==> src/pid_filtered_derivative_macros.svh <==
// Assertion macros shared by the PID filtered-derivative RTL.
`ifndef PID_FILTERED_DERIVATIVE_MACROS_SVH
`define PID_FILTERED_DERIVATIVE_MACROS_SVH
`ifndef SYNTHESIS
// Check on the rising clock, held off while reset is high.
`define PIDFD_ASSERT(lbl, prop, msg) \
   lbl: assert property (@(posedge clock) disable iff (reset) prop) else $error(msg);
// Check on the rising clock, also checked across reset.
`define PIDFD_ASSERT_ALWAYS(lbl, prop, msg) \
   lbl: assert property (@(posedge clock) prop) else $error(msg);
`else
`define PIDFD_ASSERT(lbl, prop, msg)
`define PIDFD_ASSERT_ALWAYS(lbl, prop, msg)
`endif
`endif

==> src/pidfd_pkg.sv <==
// Shared widths, constants and types of the PID filtered-derivative block.
`timescale 1ns / 1ps
package pidfd_pkg;

   // Q16.16 signal format
   localparam int DATA_W = 32;
   localparam int FRAC_W = 16;
   localparam int TS_W   = 24;
   localparam int TAU_W  = 31;

   // Serial multiplier: operands up to 34 bits signed, magnitudes 33 bits
   localparam int OPND_W = 34;
   localparam int MAG_W  = 33;
   localparam int PROD_W = 2 * MAG_W;

   // Serial divider: |num| << FRAC_W over a 33-bit divisor
   localparam int DIVD_W = DATA_W + FRAC_W;
   localparam int DEN_W  = 33;

   // Step counter, wide enough for the longer of the two loops
   localparam int CNT_W = $clog2(DIVD_W);

   // Configuration index width
   localparam int CSR_IDX_W = 3;

   localparam logic signed [DATA_W-1:0] Q_MAX    = {1'b0, {(DATA_W-1){1'b1}}};
   localparam logic signed [DATA_W-1:0] Q_MIN    = {1'b1, {(DATA_W-1){1'b0}}};
   localparam logic        [DATA_W-1:0] QMIN_MAG = {1'b1, {(DATA_W-1){1'b0}}};

   typedef logic signed [DATA_W-1:0] q_type;
   typedef logic signed [OPND_W-1:0] opnd_type;

   // Right shift applied to a finished product
   typedef enum logic [1:0] {
      SHIFT_FRAC_M1,
      SHIFT_FRAC,
      SHIFT_FRAC_P1
   } shift_type;

   // Multiplier launch control
   typedef struct packed {
      logic      start;
      shift_type shift;
   } mul_ctrl_type;

   // Configuration register indexes
   typedef enum logic [CSR_IDX_W-1:0] {
      REG_GAIN_PROP,
      REG_GAIN_INTEGRAL,
      REG_GAIN_DERIV,
      REG_FILTER_TAU,
      REG_INTEG_MAX,
      REG_INTEG_MIN,
      REG_DRIVE_MAX,
      REG_DRIVE_MIN
   } csr_index_type;

endpackage

==> src/pidfd_mul.sv <==
// Shift-add serial multiplier: one multiplier bit per cycle, scaled and saturated result.
`timescale 1ns / 1ps
`include "pid_filtered_derivative_macros.svh"
module pidfd_mul (
   input  logic                  clock,
   input  logic                  reset,
   input  pidfd_pkg::mul_ctrl_type ctrl,
   input  pidfd_pkg::opnd_type   op_a,
   input  pidfd_pkg::opnd_type   op_b,
   output logic                  done,
   output pidfd_pkg::q_type      result
);
   import pidfd_pkg::*;

   logic [MAG_W-1:0]  mag_a_in;
   logic [MAG_W-1:0]  mag_b_in;
   logic [MAG_W-1:0]  mcand_ff;
   logic [MAG_W-1:0]  mplier_ff;
   logic [PROD_W-1:0] acc_ff;
   logic [PROD_W-1:0] acc_in;
   logic [PROD_W-1:0] shifted;
   logic [MAG_W:0]    psum;
   logic              neg_ff;
   logic              busy_ff;
   logic              fin_ff;
   logic              done_ff;
   shift_type         shift_ff;
   logic [CNT_W-1:0]  cnt_ff;
   q_type             result_ff;
   q_type             result_in;

   // Operand magnitudes
   assign mag_a_in = op_a[OPND_W-1] ? MAG_W'(-op_a) : MAG_W'(op_a);
   assign mag_b_in = op_b[OPND_W-1] ? MAG_W'(-op_b) : MAG_W'(op_b);

   // One partial product per cycle, accumulator shifts right
   assign psum   = (MAG_W+1)'(acc_ff[PROD_W-1:MAG_W])
                 + (mplier_ff[0] ? (MAG_W+1)'(mcand_ff) : '0);
   assign acc_in = {psum, acc_ff[MAG_W-1:1]};

   // Scale, truncate toward zero, saturate, apply sign
   always_comb begin
      case (shift_ff)
         SHIFT_FRAC_M1: shifted = acc_ff >> (FRAC_W - 1);
         SHIFT_FRAC:    shifted = acc_ff >> FRAC_W;
         SHIFT_FRAC_P1: shifted = acc_ff >> (FRAC_W + 1);
         default:       shifted = acc_ff >> FRAC_W;
      endcase
      if (!neg_ff) begin
         result_in = (shifted > PROD_W'(Q_MAX)) ? Q_MAX : $signed(shifted[DATA_W-1:0]);
      end else begin
         result_in = (shifted > PROD_W'(QMIN_MAG)) ? Q_MIN : $signed(-shifted[DATA_W-1:0]);
      end
   end

   // Sequencing of load, accumulate and finish
   always_ff @(posedge clock) begin
      if (reset) begin
         busy_ff <= 1'b0;
         fin_ff  <= 1'b0;
         done_ff <= 1'b0;
      end else begin
         done_ff <= 1'b0;
         if (ctrl.start) begin
            mcand_ff  <= mag_a_in;
            mplier_ff <= mag_b_in;
            neg_ff    <= op_a[OPND_W-1] ^ op_b[OPND_W-1];
            shift_ff  <= ctrl.shift;
            acc_ff    <= '0;
            cnt_ff    <= '0;
            busy_ff   <= 1'b1;
         end else if (busy_ff) begin
            acc_ff    <= acc_in;
            mplier_ff <= mplier_ff >> 1;
            cnt_ff    <= cnt_ff + 1'b1;
            if (cnt_ff == CNT_W'(MAG_W - 1)) begin
               busy_ff <= 1'b0;
               fin_ff  <= 1'b1;
            end
         end else if (fin_ff) begin
            fin_ff    <= 1'b0;
            done_ff   <= 1'b1;
            result_ff <= result_in;
         end
      end
   end

   assign done   = done_ff;
   assign result = result_ff;

   `PIDFD_ASSERT(a_mul_no_restart, ctrl.start |-> !busy_ff && !fin_ff, "multiply restarted")
   `PIDFD_ASSERT_ALWAYS(a_mul_reset_idle, reset |=> !busy_ff && !fin_ff && !done_ff, "busy after reset")

endmodule

==> src/pidfd_div.sv <==
// Restoring serial divider for the derivative filter: one quotient bit per cycle.
`timescale 1ns / 1ps
`include "pid_filtered_derivative_macros.svh"
module pidfd_div (
   input  logic                   clock,
   input  logic                   reset,
   input  logic                   start,
   input  pidfd_pkg::q_type       num,
   input  logic [pidfd_pkg::DEN_W-1:0] den,
   output logic                   done,
   output pidfd_pkg::q_type       result
);
   import pidfd_pkg::*;

   logic [DIVD_W-1:0] dvd_ff;
   logic [DIVD_W-1:0] quo_ff;
   logic [DEN_W-1:0]  rem_ff;
   logic [DEN_W-1:0]  rem_in;
   logic [DEN_W-1:0]  den_ff;
   logic [DEN_W:0]    trial;
   logic              qbit;
   logic [DATA_W-1:0] num_mag;
   logic              neg_ff;
   logic              zero_ff;
   logic              busy_ff;
   logic              fin_ff;
   logic              done_ff;
   logic [CNT_W-1:0]  cnt_ff;
   q_type             qclip;
   q_type             result_ff;
   q_type             result_in;

   assign num_mag = num[DATA_W-1] ? -num : num;

   // Trial subtract of the next dividend bit
   assign trial  = {rem_ff, dvd_ff[DIVD_W-1]};
   assign qbit   = trial >= {1'b0, den_ff};
   assign rem_in = qbit ? DEN_W'(trial - {1'b0, den_ff}) : DEN_W'(trial);

   // Saturate, then the filter output takes the opposite sign of the numerator; a zero divisor gives zero
   always_comb begin
      qclip = (quo_ff > DIVD_W'(Q_MAX)) ? Q_MAX : $signed(quo_ff[DATA_W-1:0]);
      if (zero_ff) begin
         result_in = '0;
      end else if (neg_ff) begin
         result_in = qclip;
      end else begin
         result_in = -qclip;
      end
   end

   always_ff @(posedge clock) begin
      if (reset) begin
         busy_ff <= 1'b0;
         fin_ff  <= 1'b0;
         done_ff <= 1'b0;
      end else begin
         done_ff <= 1'b0;
         if (start) begin
            dvd_ff  <= {num_mag, {FRAC_W{1'b0}}};
            quo_ff  <= '0;
            rem_ff  <= '0;
            den_ff  <= den;
            neg_ff  <= num[DATA_W-1];
            zero_ff <= (den == '0);
            cnt_ff  <= '0;
            busy_ff <= 1'b1;
         end else if (busy_ff) begin
            rem_ff <= rem_in;
            dvd_ff <= dvd_ff << 1;
            quo_ff <= {quo_ff[DIVD_W-2:0], qbit};
            cnt_ff <= cnt_ff + 1'b1;
            if (cnt_ff == CNT_W'(DIVD_W - 1)) begin
               busy_ff <= 1'b0;
               fin_ff  <= 1'b1;
            end
         end else if (fin_ff) begin
            fin_ff    <= 1'b0;
            done_ff   <= 1'b1;
            result_ff <= result_in;
         end
      end
   end

   assign done   = done_ff;
   assign result = result_ff;

   `PIDFD_ASSERT(a_div_no_restart, start |-> !busy_ff && !fin_ff, "divide restarted")

endmodule

==> src/pid_filtered_derivative.sv <==
// Top level of the PID controller with trapezoidal integrator and filtered derivative.
//
//  channel | ports                                    | role
//  --------+------------------------------------------+--------------------------------
//  req     | req_valid/req_ready, kind, target, ...    | update or clear item in
//  rsp     | rsp_valid/rsp_ready, drive, drive_clamped | one result per update item
//  csr     | csr_valid/csr_ready, csr_index, csr_data  | register write, always ready
//
//  An update runs five passes of the shared 33-step serial multiplier, one 48-step
//  serial divide, and an accept, a sum and a clamp step. A clear item gives no result.
//  The result waits in an output register; the next item is taken while it waits,
//  and a finished update holds before the output register until that register is free.
//  Reset is synchronous: registers return to their reset values, state is zeroed.
`timescale 1ns / 1ps
`include "pid_filtered_derivative_macros.svh"
module pid_filtered_derivative (
   input  logic                          clock,
   input  logic                          reset,
   input  logic                          req_valid,
   output logic                          req_ready,
   input  logic                          req_kind,
   input  logic signed [31:0]            req_target,
   input  logic signed [31:0]            req_measured,
   input  logic [pidfd_pkg::TS_W-1:0]    req_sample_time,
   output logic                          rsp_valid,
   input  logic                          rsp_ready,
   output logic signed [31:0]            rsp_drive,
   output logic                          rsp_drive_clamped,
   input  logic                          csr_valid,
   output logic                          csr_ready,
   input  logic [pidfd_pkg::CSR_IDX_W-1:0] csr_index,
   input  logic [31:0]                   csr_data
);
   import pidfd_pkg::*;

   typedef enum logic [3:0] {
      S_IDLE,
      S_PROP,  S_PROP_W,
      S_KITS,  S_KITS_W,
      S_ITERM, S_ITERM_W,
      S_T1,    S_T1_W,
      S_T2,    S_T2_W,
      S_DIV,   S_DIV_W,
      S_SUM,
      S_DRIVE
   } state_type;

   // Saturate a widened sum to the Q16.16 range
   function automatic q_type sat_q(input logic signed [OPND_W-1:0] v);
      if (v > OPND_W'(Q_MAX)) begin
         return Q_MAX;
      end else if (v < OPND_W'(Q_MIN)) begin
         return Q_MIN;
      end else begin
         return DATA_W'(v);
      end
   endfunction

   state_type         state_ff;

   // Configuration registers
   q_type             kp_ff, ki_ff, kd_ff;
   logic [TAU_W-1:0]  tau_ff;
   q_type             imax_ff, imin_ff, omax_ff, omin_ff;

   // Controller state
   q_type             integ_acc_ff, last_error_ff, deriv_acc_ff, last_meas_ff;

   // Per-update working registers
   q_type             err_ff, meas_ff;
   logic signed [DATA_W:0] dmeas_ff, esum_ff;
   logic [TS_W-1:0]   ts_ff;
   opnd_type          coef_ff;
   logic [DEN_W-1:0]  den_ff;
   q_type             prop_ff, kits_ff, iterm_ff, integ_ff, t1_ff, num_ff, d_ff, sum_ff;

   // Output register
   logic              rsp_valid_ff;
   q_type             rsp_drive_ff;
   logic              rsp_clamped_ff;

   // Next values
   q_type             err_in;
   logic signed [DATA_W:0] dmeas_in;
   q_type             integ_sat;
   q_type             integ_in;
   q_type             num_in;
   q_type             sum_in;

   // Unit interfaces
   mul_ctrl_type      mul_ctrl;
   opnd_type          mul_a, mul_b;
   logic              mul_done;
   q_type             mul_result;
   logic              div_start;
   logic              div_done;
   q_type             div_result;
   logic              out_free;

   assign req_ready = (state_ff == S_IDLE);
   assign csr_ready = 1'b1;
   assign out_free  = !rsp_valid_ff || rsp_ready;

   // Error and measurement step at transfer
   assign err_in   = sat_q(OPND_W'(req_target) - OPND_W'(req_measured));
   assign dmeas_in = (DATA_W+1)'(req_measured) - (DATA_W+1)'(last_meas_ff);

   // Integrator update with anti-windup clamp, upper limit first
   assign integ_sat = sat_q(OPND_W'(integ_acc_ff) + OPND_W'(iterm_ff));
   always_comb begin
      if (integ_sat > imax_ff) begin
         integ_in = imax_ff;
      end else if (integ_sat < imin_ff) begin
         integ_in = imin_ff;
      end else begin
         integ_in = integ_sat;
      end
   end

   assign num_in = sat_q(OPND_W'(t1_ff) + OPND_W'(mul_result));
   assign sum_in = sat_q(OPND_W'(prop_ff) + OPND_W'(integ_ff) + OPND_W'(d_ff));

   // Multiplier operand selection per step
   always_comb begin
      mul_ctrl.start = 1'b0;
      mul_ctrl.shift = SHIFT_FRAC;
      mul_a          = '0;
      mul_b          = '0;
      case (state_ff)
         S_PROP: begin
            mul_ctrl.start = 1'b1;
            mul_a          = OPND_W'(kp_ff);
            mul_b          = OPND_W'(err_ff);
         end
         S_KITS: begin
            mul_ctrl.start = 1'b1;
            mul_a          = OPND_W'(ki_ff);
            mul_b          = OPND_W'(ts_ff);
         end
         S_ITERM: begin
            mul_ctrl.start = 1'b1;
            mul_ctrl.shift = SHIFT_FRAC_P1;
            mul_a          = OPND_W'(kits_ff);
            mul_b          = OPND_W'(esum_ff);
         end
         S_T1: begin
            mul_ctrl.start = 1'b1;
            mul_ctrl.shift = SHIFT_FRAC_M1;
            mul_a          = OPND_W'(kd_ff);
            mul_b          = OPND_W'(dmeas_ff);
         end
         S_T2: begin
            mul_ctrl.start = 1'b1;
            mul_a          = coef_ff;
            mul_b          = OPND_W'(deriv_acc_ff);
         end
         default: begin
            mul_ctrl.start = 1'b0;
         end
      endcase
   end

   assign div_start = (state_ff == S_DIV);

   pidfd_mul u_mul (
      .clock  (clock),
      .reset  (reset),
      .ctrl   (mul_ctrl),
      .op_a   (mul_a),
      .op_b   (mul_b),
      .done   (mul_done),
      .result (mul_result)
   );

   pidfd_div u_div (
      .clock  (clock),
      .reset  (reset),
      .start  (div_start),
      .num    (num_ff),
      .den    (den_ff),
      .done   (div_done),
      .result (div_result)
   );

   // Configuration writes
   always_ff @(posedge clock) begin
      if (reset) begin
         kp_ff   <= '0;
         ki_ff   <= '0;
         kd_ff   <= '0;
         tau_ff  <= '0;
         imax_ff <= Q_MAX;
         imin_ff <= Q_MIN;
         omax_ff <= Q_MAX;
         omin_ff <= Q_MIN;
      end else if (csr_valid && csr_ready) begin
         case (csr_index_type'(csr_index))
            REG_GAIN_PROP:     kp_ff   <= csr_data;
            REG_GAIN_INTEGRAL: ki_ff   <= csr_data;
            REG_GAIN_DERIV:    kd_ff   <= csr_data;
            REG_FILTER_TAU:    tau_ff  <= csr_data[TAU_W-1:0];
            REG_INTEG_MAX:     imax_ff <= csr_data;
            REG_INTEG_MIN:     imin_ff <= csr_data;
            REG_DRIVE_MAX:     omax_ff <= csr_data;
            REG_DRIVE_MIN:     omin_ff <= csr_data;
            default:           kp_ff   <= kp_ff;
         endcase
      end
   end

   // Step sequencer, controller state and output register
   always_ff @(posedge clock) begin
      if (reset) begin
         state_ff      <= S_IDLE;
         rsp_valid_ff  <= 1'b0;
         integ_acc_ff  <= '0;
         last_error_ff <= '0;
         deriv_acc_ff  <= '0;
         last_meas_ff  <= '0;
      end else begin
         // a new result in S_DRIVE takes over the output register instead
         if (rsp_valid_ff && rsp_ready && state_ff != S_DRIVE) begin
            rsp_valid_ff <= 1'b0;
         end
         case (state_ff)
            S_IDLE: begin
               if (req_valid) begin
                  if (req_kind) begin
                     integ_acc_ff  <= '0;
                     last_error_ff <= '0;
                     deriv_acc_ff  <= '0;
                     last_meas_ff  <= '0;
                  end else begin
                     err_ff   <= err_in;
                     dmeas_ff <= dmeas_in;
                     meas_ff  <= req_measured;
                     ts_ff    <= req_sample_time;
                     state_ff <= S_PROP;
                  end
               end
            end
            S_PROP: begin
               esum_ff  <= (DATA_W+1)'(err_ff) + (DATA_W+1)'(last_error_ff);
               coef_ff  <= $signed(OPND_W'({tau_ff, 1'b0})) - $signed(OPND_W'(ts_ff));
               den_ff   <= DEN_W'({tau_ff, 1'b0}) + DEN_W'(ts_ff);
               state_ff <= S_PROP_W;
            end
            S_PROP_W: begin
               if (mul_done) begin
                  prop_ff  <= mul_result;
                  state_ff <= S_KITS;
               end
            end
            S_KITS: state_ff <= S_KITS_W;
            S_KITS_W: begin
               if (mul_done) begin
                  kits_ff  <= mul_result;
                  state_ff <= S_ITERM;
               end
            end
            S_ITERM: state_ff <= S_ITERM_W;
            S_ITERM_W: begin
               if (mul_done) begin
                  iterm_ff <= mul_result;
                  state_ff <= S_T1;
               end
            end
            S_T1: begin
               integ_ff <= integ_in;
               state_ff <= S_T1_W;
            end
            S_T1_W: begin
               if (mul_done) begin
                  t1_ff    <= mul_result;
                  state_ff <= S_T2;
               end
            end
            S_T2: state_ff <= S_T2_W;
            S_T2_W: begin
               if (mul_done) begin
                  num_ff   <= num_in;
                  state_ff <= S_DIV;
               end
            end
            S_DIV: state_ff <= S_DIV_W;
            S_DIV_W: begin
               if (div_done) begin
                  d_ff     <= div_result;
                  state_ff <= S_SUM;
               end
            end
            S_SUM: begin
               sum_ff   <= sum_in;
               state_ff <= S_DRIVE;
            end
            S_DRIVE: begin
               // Output clamp, upper limit first; flag only when beyond a limit
               if (out_free) begin
                  rsp_valid_ff <= 1'b1;
                  if (sum_ff > omax_ff) begin
                     rsp_drive_ff   <= omax_ff;
                     rsp_clamped_ff <= 1'b1;
                  end else if (sum_ff < omin_ff) begin
                     rsp_drive_ff   <= omin_ff;
                     rsp_clamped_ff <= 1'b1;
                  end else begin
                     rsp_drive_ff   <= sum_ff;
                     rsp_clamped_ff <= 1'b0;
                  end
                  integ_acc_ff  <= integ_ff;
                  deriv_acc_ff  <= d_ff;
                  last_error_ff <= err_ff;
                  last_meas_ff  <= meas_ff;
                  state_ff      <= S_IDLE;
               end
            end
            default: state_ff <= S_IDLE;
         endcase
      end
   end

   assign rsp_valid         = rsp_valid_ff;
   assign rsp_drive         = rsp_drive_ff;
   assign rsp_drive_clamped = rsp_clamped_ff;

   `PIDFD_ASSERT(a_mul_done_in_wait, mul_done |-> state_ff == S_PROP_W || state_ff == S_KITS_W || state_ff == S_ITERM_W || state_ff == S_T1_W || state_ff == S_T2_W, "product arrived outside a wait step")
   `PIDFD_ASSERT(a_div_done_in_wait, div_done |-> state_ff == S_DIV_W, "quotient arrived outside its wait step")
   `PIDFD_ASSERT(a_clear_zeroes, req_valid && req_ready && req_kind |=> integ_acc_ff == '0 && deriv_acc_ff == '0 && last_error_ff == '0 && last_meas_ff == '0, "clear left state")

endmodule

==> config.mk <==
export PLATFORM = sky130hd
export DESIGN_NAME = pid_filtered_derivative
export DESIGN_NICKNAME = d
export VERILOG_FILES = /design/src/pidfd_pkg.sv /design/src/pidfd_mul.sv /design/src/pidfd_div.sv /design/src/pid_filtered_derivative.sv
export VERILOG_INCLUDE_DIRS = /design/src /design/src/src
export SDC_FILE = /design/constraint.sdc
export NUM_CORES = 2
export LEC_CHECK = 0
export BUFFER_PORTS_ARGS = -buffer_cell sky130_fd_sc_hd__buf_2
export CAP_MARGIN = 20
export CORE_MARGIN = 5
export CORE_UTILIZATION = 69
export DETAILED_ROUTE_END_ITERATION = 6
export PLACE_DENSITY = 0.87
export SYNTH_ARGS = -nofsm -noshare
export SYNTH_HDL_FRONTEND = slang
export SYNTH_SLANG_ARGS = --single-unit
==> constraint.sdc <==
create_clock -name clock -period 42.4 [get_ports clock]
set_input_delay 4.24 -clock clock [delete_from_list [all_inputs] [get_ports clock]]
set_output_delay 4.24 -clock clock [all_outputs]
set_load 0.005 [all_outputs]
==> impl_metrics.py <==
metrics = {
    "cts": {
        "cts_tree": "yes",
        "root_buffer": "sky130_fd_sc_hd__clkbuf_16",
        "cts-resized-gates": 0,
        "cts-root-to-sink-buffers": 3,
        "cts_hold_bufs": 0,
        "cts_max_level": 4,
        "cts_inserted_buffers": 133,
        "clock_insertion_delay_worst_skew_ns": 0.78,
        "clock_sink_count": 1246,
        "cts_post_setup_buffers_inserted": 0,
        "cts.clk_slew.worst_paths_ns": 0.06,
    },
    "flow_run": {
        "max-cap-violations": 0,
    },
    "sta": {
        "final_period_minus_worst_setup_slack_ns": 8.43,
        "hold_viol_final": 0,
        "fmax_mhz": 119,
        "worst_pin_slew_ns": 1.25,
        "post-route-worst-setup-slack_ns": 33.97,
        "final.period_utilization": 0.199,
        "timing_max_transition_violations_final": 0,
        "grt_setup_unrepaired": "false",
        "finalClockSkew_ns": 0.0295,
        "timing.slew.headroom": 0.164,
        "setup-violations-final": 0,
        "fin_tns_setup_ns": 0,
    },
    "yosys": {
        "synthCells": 6940,
        "avgSynthCellArea_sq_um": 10.1,
        "ys.warnings.count": 0,
        "synthesis.nets": 7550,
        "synth_async_sr_flop_share": 0,
        "synth-edff-count": 852,
        "syn_area_sq_mm": 0.0698,
        "yosysSeqAreaShare": 0.479,
        "yosys_register_bits": 1246,
        "ys_dominant_reg_cell": "sky130_fd_sc_hd__edfxtp_1",
        "synth.lib_cells_used.distinct": 111,
    },
    "setup_path": {
        "worstSetupPathType": "primary input to flop",
        "setup.worst_path.end_class": "flop",
        "depth_of_the_worst_register_to_register_path": 27,
        "timing.critical_path.from_type": "primary input",
        "crit_path_max_fanout": 22,
        "critical_path_s_largest_stage_delay_ns": 0.86,
        "required_ns": 42.97,
        "setup.reg_to_reg.worst_slack_ns": 35.07,
        "crit_slowest_cell": "sky130_fd_sc_hd__a32oi_1",
        "critical_path.cell_chain": "buf_2, inv_1, ha_1, inv_1, fa_1, a211oi_1, o21bai_1, nand4_1, o211a_1, o31ai_1, a21oi_1, o41ai_2, a21o_1, nand3_1, a32oi_1, nand2_1, a21oi_1",
        "worst-endpoint-arrival_ns": 9.01,
    },
    "die": {
        "io-pin-count": 165,
        "initial_core_util": 0.696,
        "design.die.area_sq_mm": 0.108,
        "die-height_um": 328,
        "die_w_um": 328,
        "core.rowCount": 116,
        "fp.coreArea_sq_mm": 0.100,
    },
    "power": {
        "vdd.ir_drop.worst_mv": 0.0333,
        "clock_share_of_power": 0.449,
        "switching_power_mw": 0.655,
        "combPwrFrac": 0.070,
        "power_frac_seq": 0.480,
        "power_density_mw_per_mm2": 36.2,
        "netSwitchingFraction": 0.237,
        "p_int_mw": 2.11,
        "power_leakage_nw": 29.6,
    },
    "detailed_routing": {
        "drt_wl_total_um": 203000,
        "detail_route.drc_violations": 2,
        "detail-route-antenna-nets": 0,
        "vias": 55700,
        "routedWlPerCell_um": 24.0,
        "detail_route.vias_per_cell": 6.59,
        "drtPass1Iterations": 7,
        "drt_iter0_drc": 6869,
    },
    "final_layout": {
        "commonest_cells_after_routing_fill_and_taps_aside": "sky130_fd_sc_hd__edfxtp_1, sky130_fd_sc_hd__nand2_1, sky130_fd_sc_hd__a21oi_1, sky130_fd_sc_hd__nor2_1, sky130_fd_sc_hd__ha_1",
        "area_growth_syn_to_layout_pct": 9.31,
        "most_common_cell_after_layout_fill_and_taps_aside": "sky130_fd_sc_hd__edfxtp_1",
        "total_number_of_nets_in_the_final_design": 7573,
        "nFillCells": 6391,
        "post_route_cells_drive_above_1_share": 0.0866,
    },
    "grt": {
        "wire_length_of_the_first_global_routing_pass_um": 308000,
        "global_route.usage.total": 0.370,
        "number_of_antenna_violations_at_the_first_check_in_global_routing": 26,
        "pin_count_of_the_biggest_net_entering_global_routing": 140,
        "grt_pass1_vias": 53500,
        "grt_overflow_total": 0,
    },
    "run_status": {
        "status": "complete, but fails checks",
        "violations": "design-rule violations",
    },
    "place": {
        "numPortBuffers": 163,
        "place_worst_setup_slack_ns": 33.30,
        "place.detailed.hpwl_um": 141000,
        "globalplace.congestion": 0.987,
    },
    "worst_hold_path": {
        "timing.hold.worst.class": "flop to flop",
        "whs_path_depth": 0,
    },
}
[cells by family after synthesis]
family / count (synthesis) / share of synthesized area
XOR/XNOR: 365 / 0.0458
flip-flops: 1246 / 0.479
other: 1 / 0.0000537
adder cells (fa/ha/maj): 504 / 0.0940
buffers and inverters: 743 / 0.0433
AND/OR/NAND/NOR: 2118 / 0.141
multiplexers: 241 / 0.0415
AO/OA/AOI/OAI: 1722 / 0.155
[layout make-up]
class                      count  area [sq um]  area share
tap                         1357          1700      0.0222
antenna                       18          45.0    0.000590
timing repair buffer         237          1430      0.0187
multi-input combinational   4951         33600       0.440
clock buffer                 175          3630      0.0475
sequential                  1246         33500       0.439
inverter                     394          1480      0.0194
clock inverter                73          1010      0.0132
[path summary, 6_finish.rpt]
check,endpoint,start
worst max register to register,integ_ff[0],integ_acc_ff[0]
worst min register to register,d_ff[13],u_div.result[13]
worst min-delay path,d_ff[13],u_div.result[13]
worst max-delay path,err_ff[27],req_target[0]
[sequential cells by signal (all words and copies together), names as in the netlist, 33 cells and up]
signal,flops
esum_ff,33
u_mul.acc_ff,51
u_div.rem_ff,33
u_div.quo_ff,48
u_mul.mcand_ff,33
u_mul.mplier_ff,33
coef_ff,33
dmeas_ff,33
u_div.den_ff,33
[cell usage after synthesis (19+ instances only)]
cell | instances | area share
sky130_fd_sc_hd__o21ai_0 | 308 | 0.022
sky130_fd_sc_hd__a211o_1 | 44 | 0.0055
sky130_fd_sc_hd__xor2_1 | 152 | 0.019
sky130_fd_sc_hd__o21bai_1 | 40 | 0.0043
sky130_fd_sc_hd__clkbuf_1 | 236 | 0.013
sky130_fd_sc_hd__mux2_2 | 19 | 0.0031
sky130_fd_sc_hd__a31oi_1 | 51 | 0.0046
sky130_fd_sc_hd__a211oi_1 | 35 | 0.0038
sky130_fd_sc_hd__xnor2_1 | 213 | 0.027
sky130_fd_sc_hd__nand3_1 | 68 | 0.0049
sky130_fd_sc_hd__a21o_1 | 150 | 0.016
sky130_fd_sc_hd__and3_1 | 37 | 0.0033
sky130_fd_sc_hd__nand3b_1 | 39 | 0.0042
sky130_fd_sc_hd__nand2b_1 | 72 | 0.0065
sky130_fd_sc_hd__buf_2 | 50 | 0.0036
sky130_fd_sc_hd__a21oi_1 | 621 | 0.045
sky130_fd_sc_hd__inv_1 | 392 | 0.021
sky130_fd_sc_hd__a22oi_1 | 178 | 0.019
sky130_fd_sc_hd__o21ai_1 | 35 | 0.0025
sky130_fd_sc_hd__o21a_1 | 52 | 0.0056
sky130_fd_sc_hd__maj3_1 | 23 | 0.0033
sky130_fd_sc_hd__o31ai_1 | 25 | 0.0027
sky130_fd_sc_hd__nor3_1 | 102 | 0.0073
sky130_fd_sc_hd__nor4_1 | 30 | 0.0027
sky130_fd_sc_hd__nand2_1 | 811 | 0.044
sky130_fd_sc_hd__nand4_1 | 55 | 0.0049
sky130_fd_sc_hd__edfxtp_1 | 852 | 0.37
sky130_fd_sc_hd__or2_2 | 19 | 0.0017
sky130_fd_sc_hd__and2_1 | 128 | 0.011
sky130_fd_sc_hd__nor2b_1 | 70 | 0.0063
sky130_fd_sc_hd__or3_1 | 45 | 0.0040
sky130_fd_sc_hd__a22o_1 | 28 | 0.0035
sky130_fd_sc_hd__clkbuf_2 | 31 | 0.0022
sky130_fd_sc_hd__mux4_2 | 37 | 0.012
sky130_fd_sc_hd__ha_1 | 439 | 0.079
sky130_fd_sc_hd__dfxtp_1 | 394 | 0.11
sky130_fd_sc_hd__nor2_1 | 567 | 0.030
sky130_fd_sc_hd__fa_1 | 42 | 0.012
sky130_fd_sc_hd__mux2i_1 | 185 | 0.027
[through the flow]
stage / power (mW) / hold WS (ns) / util / cell area (sq um) / cells
finish: 2.77 / 0.415 / 0.761 / 76300 / 8451
global route: 2.84 / 0.431 / 0.761 / 76300 / 8434
CTS: 2.76 / 0.417 / 0.760 / 76200 / 8429
detailed placement: 1.54 / 0.405 / 0.714 / 71600 / 8181
global placement: 1.53 / 0.401 / 0.714 / 71600 / 8181
floorplan: 1.48 / 0.400 / - / 69800 / 6940
[routing by layer]
| layer | vias up | routed length, um | global-route usage |
|---|---|---|---|
| li1 | 25000 | - | - |
| met1 | 26500 | 74100 | 0.474 |
| met2 | 3433 | 87800 | 0.556 |
| met3 | 728 | 25300 | 0.104 |
| met4 | 10 | 15500 | 0.238 |
| met5 | - | 65 | 0 |
[worst max-delay path: cells and delay by family]
| kind | cells | cell delay (ns) |
|---|---|---|
| adder cells (fa/ha/maj) | 2 | 0.42 |
| buffers and inverters | 3 | 0.17 |
| AO/OA/AOI/OAI | 9 | 3.09 |
| AND/OR/NAND/NOR | 3 | 1.06 |
[power groups by stage]
stage,Combinational [mW],Clock (mW),Sequential (mW)
2_1_floorplan,0.135,0,1.35
3_3_place_gp,0.179,0,1.35
3_5_place_dp,0.186,0,1.35
4_1_cts,0.189,1.24,1.33
5_1_grt,0.209,1.30,1.33
6_report,0.194,1.24,1.33
Power figures use the tool's default switching activity.
